--- config.mk ---
export PLATFORM = sky130hd
export DESIGN_NAME = brng_serial_unit
export DESIGN_NICKNAME = d
export VERILOG_FILES = /design/src/rtl/brng_pkg.sv /design/src/rtl/brng_serial_unit.sv
export SDC_FILE = /design/constraint.sdc
export NUM_CORES = 1
export LEC_CHECK = 0
export BUFFER_PORTS_ARGS = -buffer_cell sky130_fd_sc_hd__buf_2
export CORE_MARGIN = 2
export CORE_UTILIZATION = 50
export CTS_CLUSTER_SIZE = 28
export DETAILED_ROUTE_END_ITERATION = 7
export PLACE_DENSITY = 0.68
export SETUP_SLACK_MARGIN = 0.1
export SLEW_MARGIN = 20
export SYNTH_ARGS = -nofsm -noshare
export SYNTH_HDL_FRONTEND = slang
export SYNTH_SLANG_ARGS = --single-unit
--- constraint.sdc ---
create_clock -name clock -period 4.9 [get_ports clock]
set_clock_uncertainty 0.2 [all_clocks]
set_input_delay 0.245 -clock clock [delete_from_list [all_inputs] [get_ports clock]]
set_output_delay 0.245 -clock clock [all_outputs]
set_load 0.02 [all_outputs]
--- src/rtl/brng_pkg.sv ---
// shared constants, commands and types for the random number generator
`default_nettype none
package brng_pkg;
   localparam int unsigned WordWidth = 64;
   typedef logic [WordWidth-1:0] word_type;
   typedef logic [1:0] cmd_type;

   localparam cmd_type CMD_RESEED = 2'd0;
   localparam cmd_type CMD_RAW    = 2'd1;
   localparam cmd_type CMD_URANGE = 2'd2;
   localparam cmd_type CMD_SRANGE = 2'd3;

   localparam word_type SM_GAMMA = 64'h9E3779B97F4A7C15;
   localparam word_type SM_MUL1  = 64'hBF58476D1CE4E5B9;
   localparam word_type SM_MUL2  = 64'h94D049BB133111EB;
   localparam word_type SIGN_BIT = 64'h8000000000000000;
   localparam word_type ALL_ONES = 64'hFFFFFFFFFFFFFFFF;

   typedef struct packed {
      cmd_type  cmd;
      word_type low_bound;
      word_type high_bound;
      word_type entropy;
   } req_type;

   typedef struct packed {
      word_type value;
   } rsp_type;

   // unit request between the sequencer and the serial arithmetic unit
   localparam logic [1:0] OP_MUL = 2'd0;
   localparam logic [1:0] OP_DIV = 2'd1;

   typedef struct packed {
      logic       start;
      logic [1:0] op;
      word_type   a;
      word_type   b;
   } unit_req_type;

   typedef struct packed {
      logic     done;
      word_type result;
   } unit_rsp_type;
endpackage
`default_nettype wire

--- src/rtl/brng_serial_unit.sv ---
// bit-serial 64-bit multiplier (low half) and restoring divider
`default_nettype none
module brng_serial_unit (
   input  wire logic                  clock,
   input  wire logic                  reset,
   input  wire brng_pkg::unit_req_type unit_req,
   output brng_pkg::unit_rsp_type     unit_rsp
);
   import brng_pkg::*;

   logic       busy_ff, busy_in;
   logic [1:0] op_ff, op_in;
   logic [6:0] count_ff, count_in;
   word_type   acc_ff, acc_in;
   word_type   sh_ff, sh_in;
   word_type   opb_ff, opb_in;
   logic       done_ff, done_in;
   logic [64:0] trial;

   always_comb begin
      busy_in  = busy_ff;
      op_in    = op_ff;
      count_in = count_ff;
      acc_in   = acc_ff;
      sh_in    = sh_ff;
      opb_in   = opb_ff;
      done_in  = 1'b0;
      trial    = '0;
      if (!busy_ff) begin
         if (unit_req.start) begin
            busy_in  = 1'b1;
            op_in    = unit_req.op;
            count_in = '0;
            acc_in   = '0;
            sh_in    = unit_req.a;
            opb_in   = unit_req.b;
         end
      end else if (op_ff == OP_MUL) begin
         // multiplicand shifts left, multiplier shifts right
         if (sh_ff[0]) acc_in = acc_ff + opb_ff;
         sh_in    = {1'b0, sh_ff[63:1]};
         opb_in   = {opb_ff[62:0], 1'b0};
         count_in = count_ff + 7'd1;
         if (count_ff == 7'd63) begin
            busy_in = 1'b0;
            done_in = 1'b1;
         end
      end else begin
         // restoring division, quotient bits enter sh from the right
         trial = {acc_ff, sh_ff[63]} - {1'b0, opb_ff};
         if (!trial[64]) begin
            acc_in = trial[63:0];
            sh_in  = {sh_ff[62:0], 1'b1};
         end else begin
            acc_in = {acc_ff[62:0], sh_ff[63]};
            sh_in  = {sh_ff[62:0], 1'b0};
         end
         count_in = count_ff + 7'd1;
         if (count_ff == 7'd63) begin
            busy_in = 1'b0;
            done_in = 1'b1;
         end
      end
   end

   always_ff @(posedge clock) begin
      if (reset) begin
         busy_ff <= 1'b0;
         done_ff <= 1'b0;
      end else begin
         busy_ff <= busy_in;
         done_ff <= done_in;
      end
      op_ff    <= op_in;
      count_ff <= count_in;
      acc_ff   <= acc_in;
      sh_ff    <= sh_in;
      opb_ff   <= opb_in;
   end

   // acc holds the product for multiply; sh holds the quotient for divide
   assign unit_rsp.done   = done_ff;
   assign unit_rsp.result = (op_ff == OP_MUL) ? acc_ff : sh_ff;
endmodule
`default_nettype wire

Word-level counts from Yosys, hierarchy flattened
Cells that the tools add are included.
{"block": "totals", "register_bits": 203, "elab_cells": 39}
{"block": "classes", "bitwise": 1, "reduce_logical": 6, "n_eq_ne": 3, "n_addsub": 3, "mux": 19}
{"op": "$mux W64", "count": 12}
{"op": "$sub A65 B64 Y65", "count": 1}
{"op": "$add A64 B64 Y64", "count": 1}
{"op": "$mux W7", "count": 2}
{"op": "$add A7 B1 Y7 const B", "count": 1}
{"op": "$eq A7 B6 Y1 const B", "count": 1}
{"op": "$reduce_and A2 Y1", "count": 3}
{"op": "$mux W1", "count": 5}
{"op": "$ne A3 B3 Y1 const B", "count": 1}
{"op": "$logic_not A2 Y1", "count": 1}
{"op": "$ne A2 B1 Y1 const B", "count": 1}
{"op": "$reduce_bool A2 Y1", "count": 1}
{"op": "$reduce_or A2 Y1", "count": 1}
{"op": "$not A1 Y1", "count": 1}

Depth between registers and ports, before layout
{"block": "depth", "ltp_word": 4, "ltp_mapped": 17, "mapped_depth_nobuf": 14}

Worst setup path after synthesis
Ideal clock, no wire load.
{"block": "synth_path", "path_type": "register to register", "startpoint": "register busy_ff", "endpoint": "register acc_ff[0], enable pin", "path_buffers": 1, "t_arrival_ns": 3.200, "setup_slack_ns": 1.074, "setup_ns": 0.426, "stages_incl_launch_ff": 4, "required_time_ns": 4.274, "cell_sequence": "dfxtp_1 clkbuf_1 or2_2 o21a_1"}
{"block": "synth_via", "elab_chain_cells": 2, "elab_cells_between_ends": 3}
{"item": "start, declared", "line_no": "brng_serial_unit.sv:11", "source": "logic busy_ff, busy_in;"}
{"item": "start signal, assigned", "line_no": "brng_serial_unit.sv:71", "source": "busy_ff <= busy_in;"}
{"item": "$ne A3 B3 Y1 (no source line) / $reduce_bool A2 Y1 (equally long branches)"}
{"item": "$reduce_and A2 Y1 (no source line) *"}
{"item": "end signal, assigned", "line_no": "brng_serial_unit.sv:76", "source": "acc_ff <= acc_in;"}
{"item": "end, declared", "line_no": "brng_serial_unit.sv:14", "source": "word_type acc_ff, acc_in;"}
Mark *: on every way between the ends. The rest lies on a longest branch, timed or not.
A chain may end at the register's enable or synchronous reset.

Worst setup path in the final report
{"block": "layout_path", "startpoint": "register sh_ff[63]", "endpoint": "register acc_ff[60], data pin"}
{"block": "layout_via", "elab_chain_cells": 4}
{"item": "start, declared", "line_no": "brng_serial_unit.sv:15", "source": "word_type sh_ff, sh_in;"}
{"item": "start signal, assigned", "line_no": "brng_serial_unit.sv:77", "source": "sh_ff <= sh_in;"}
{"item": "$sub A65 B64 Y65", "line_no": "brng_serial_unit.sv:50", "source": "trial = {acc_ff, sh_ff[63]} - {1'b0, opb_ff};"}
{"item": "$mux W64", "line_no": "brng_serial_unit.sv:51", "source": "if (!trial[64]) begin"}
{"item": "$mux W64", "line_no": "brng_serial_unit.sv:38", "source": "end else if (op_ff == OP_MUL) begin"}
{"item": "$mux W64", "line_no": "brng_serial_unit.sv:29", "source": "if (!busy_ff) begin"}
No other way between the ends.

==> impl_metrics.env <==
export IMPL_place_ws_ns=0.384
export IMPL_rsz0062_at_grt="no"
export IMPL_fp_coreArea_um2=35400
export IMPL_fin_area_um2=21400
export IMPL_hpwl_mm=43.6
export IMPL_syn2layout_area_growth_pct=19.4
export IMPL_critPathCaptureType="register"
export IMPL_p_leak_nw=9.06
export IMPL_period_share=0.927
export IMPL_path_class="reg -> reg"
export IMPL_r2r_setup_slack_ns=0.36
export IMPL_fin_nets=2687
export IMPL_holdPathStages=2
export IMPL_gr_total_overflow=0
export IMPL_hold_path_end="op_ff[1]"
export IMPL_setup_tns_ns=0
export IMPL_die_area_um2=37400
export IMPL_yosysSeqAreaShare=0.339
export IMPL_ff_latch_area_um2=6080
export IMPL_crit_chain="inv_1, ha_1, fa_1, nand2b_1, a21oi_2, o21ai_2, a21oi_2, a22oi_1, or4_1, and2_1, o32ai_4, nor2_4, buf_4, a211oi_1, a211oi_1"
export IMPL_wl_mm=59.8
export IMPL_die_w_um=193
export IMPL_tightest_slew_ns=1.02
export IMPL_grt_max_degree=211
export IMPL_setup_violations=0
export IMPL_post_cts_resized=0
export IMPL_htree_levels=1
export IMPL_multi_input_area_um2=10900
export IMPL_cts_tree="done"
export IMPL_status="complete, no violations"
export IMPL_crit_family="compound AO/OA/AOI/OAI gates"
export IMPL_drtIter0Drc=1848
export IMPL_clkLatencyLatePin_ns=0.57
export IMPL_setup_slack_ns=0.358
export IMPL_start_kind="register"
export IMPL_clk_pin_slew_ns=0.07
export IMPL_cts_path_max_buffers=3
export IMPL_placement_io_buffers=197
export IMPL_cts_root_buf="clkbuf_16"
export IMPL_critical_path_required_ns=4.97
export IMPL_min_delay_start="unit_req[129]"
export IMPL_critPathMaxStageDelay_ns=0.58
export IMPL_pin_count=198
export IMPL_final_layout_size_suffix_gt1_frac=0.146
export IMPL_vias=17755
export IMPL_cp_arrival_ns=4.61
export IMPL_postSynthCellCount=2165
export IMPL_yosysWarnings=0
export IMPL_synth_edf_count=201
export IMPL_drtAntennaViolNets=0
export IMPL_place_congestion=0.970
export IMPL_cp_max_fo=32
export IMPL_cts_buffers=26
export IMPL_cap_viol_max_count=0
export IMPL_postSynth_asyncResetShare=0
export IMPL_synth_seq_cells=203
export IMPL_slowest_stage="or4_1"
export IMPL_crit_cells=15
export IMPL_num_rows=69
export IMPL_dp_cells=2725
export IMPL_grt_total_usage=0.308
export IMPL_powerDensity_nw_per_um2=373
export IMPL_cts_sinks=203
export IMPL_worstReg2RegEnd="acc_ff[60]"
export IMPL_rr_startpoint="sh_ff[63]"
export IMPL_grt_pass1_wl_mm=92.7
export IMPL_hold_viol=0
export IMPL_grt_pass1_vias=16432
export IMPL_rr_worst_depth=15
export IMPL_firstDrtPassIters=5
export IMPL_whs_ns=0.243
export IMPL_fillCellCount=3174
export IMPL_drc=0
export IMPL_diodes=0
export IMPL_layout_min_cycle_time_ns=4.54
export IMPL_place_area_um2=19200
export IMPL_yosysUniqueCellTypes=80
export IMPL_via_per_inst=6.11
export IMPL_antenna_found_initial=0
export IMPL_avgSynthCellArea_um2=8.27
export IMPL_slew_headroom=0.320
export IMPL_irDropWorstVdd_uv=274
export IMPL_final_max_slew_viol_count=0
export IMPL_start_util=0.506
export IMPL_synth_flop_cell="edfxtp_1"
export IMPL_hp_class="in -> reg"
export IMPL_cp_buffers_inverters=2
export IMPL_fin_cells=2905
export IMPL_syn_num_nets=2428
export IMPL_die_h_um=193
export IMPL_synthesis_area_um2=17900
export IMPL_wl_per_cell_um=20.6
export IMPL_max_freq_mhz=220
==> layer usage <==
| metal | up-vias | GRT usage | part of all wire |
|---|---|---|---|
| met2 | 903 | 0.433 | 0.40 |
| met5 | - | 0 | 0 |
| met4 | 0 | 0.0509 | 0.015 |
| li1 | 8384 | - | - |
| met3 | 63 | 0.0459 | 0.10 |
| met1 | 8405 | 0.499 | 0.48 |
==> synth_stat cells (18+ instances only) <==
| master | instances | area share |
|---|---|---|
| edfxtp_1 | 201 | 0.34 |
| ha_1 | 128 | 0.089 |
| a31oi_1 | 81 | 0.028 |
| a21o_1 | 55 | 0.023 |
| o21bai_1 | 23 | 0.0096 |
| nand3_1 | 31 | 0.0087 |
| o21ai_0 | 100 | 0.028 |
| mux2_2 | 63 | 0.040 |
| a311oi_1 | 27 | 0.013 |
| a21oi_1 | 190 | 0.053 |
| nand2_1 | 451 | 0.095 |
| xor2_1 | 42 | 0.021 |
| nor2_1 | 184 | 0.039 |
| xnor2_1 | 74 | 0.036 |
| nor3_1 | 24 | 0.0067 |
| inv_1 | 100 | 0.021 |
| nand4_1 | 29 | 0.010 |
| nor2b_1 | 18 | 0.0063 |
| clkbuf_1 | 85 | 0.018 |
==> cells in the final DEF (no fill, tap or decap), types with 10 or more instances in the layout <==
cell type and n:
xor2_1 42, and2_1 17, xnor2_1 74, nor2b_1 18, edfxtp_1 201, clkbuf_16 26
nand2b_1 10, o211ai_1 15, a311oi_1 27, buf_2 197, nand4_1 29, a21oi_1 190
dlygate4sd3_1 132, nor2_1 182, nand2_1 451, o21bai_1 23, buf_4 17, inv_1 100
nor3_1 24, a211oi_1 15, nand3_1 31, a21o_1 55, o21ai_0 100, ha_1 128
o21a_1 16, a31oi_1 81, mux2_2 63, mux2i_1 12
==> worst reg2reg max path, cell delays in order, from the launching register on <==
cell and delay [ns]:
edfxtp_1 0.38, inv_1 0.08, ha_1 0.23, fa_1 0.40, nand2b_1 0.21, a21oi_2 0.23
o21ai_2 0.12, a21oi_2 0.28, a22oi_1 0.21, or4_1 0.58, and2_1 0.26, o32ai_4 0.28
nor2_4 0.04, buf_4 0.29, a211oi_1 0.38, a211oi_1 0.08
==> per-stage QoR <==
step / power (mW) / utilization
global route: 8.40 / 0.604
CTS: 7.91 / 0.604
finish: 7.98 / 0.604
detailed placement: 5.75 / 0.541
floorplan: 4.84 / -
global placement: 5.73 / 0.541
==> logic make-up after synthesis <==
group,Yosys count,share of synthesized area
xor gates and xnor gates,116,0.0567
muxes,75,0.0463
DFF,203,0.339
and+or+nand+nor,803,0.190
adders and majority gates,130,0.0917
AOI/OAI and AO/OA,620,0.225
buffers and inverters,218,0.0509
==> what timing repair did <==
action,4_1_cts,5_1_grt
buffers inserted,0,0
hold buffers,132,0
hold endpoints to repair,134,0
==> registers in the layout, summed over array words and instances (netlist names) <==
name,cells
acc_ff,64
busy_ff,1
count_ff,7
done_ff,1
op_ff,2
opb_ff,64
sh_ff,64
==> worst max path at each step <==
stage                       endpoint  startpoint  slack [ns]
final                     acc_ff[60]   sh_ff[63]        0.36
after global routing      acc_ff[32]   sh_ff[63]        0.15
after floorplan            acc_ff[0]     busy_ff        1.07
after global placement    acc_ff[60]   sh_ff[63]        0.45
after CTS                 acc_ff[60]   sh_ff[63]        0.36
after detailed placement  acc_ff[60]   sh_ff[63]        0.38
==> power by group <==
part	leakage, nW	switching [mW]	total (mW)	internal, mW
logic	6.58	2.13	3.47	1.34
clock network	0.436	0.837	2.08	1.24
registers	2.04	0.247	2.43	2.18
==> cell type report <==
class	count	area share
clock buffers	29	0.0310
clock inverters	19	0.0116
inverters	100	0.0176
multi-input cells	1744	0.512
flip-flops and latches	203	0.284
well taps	461	0.0270
repair buffers	349	0.117
No activity file was read; power rests on OpenSTA's default activity.
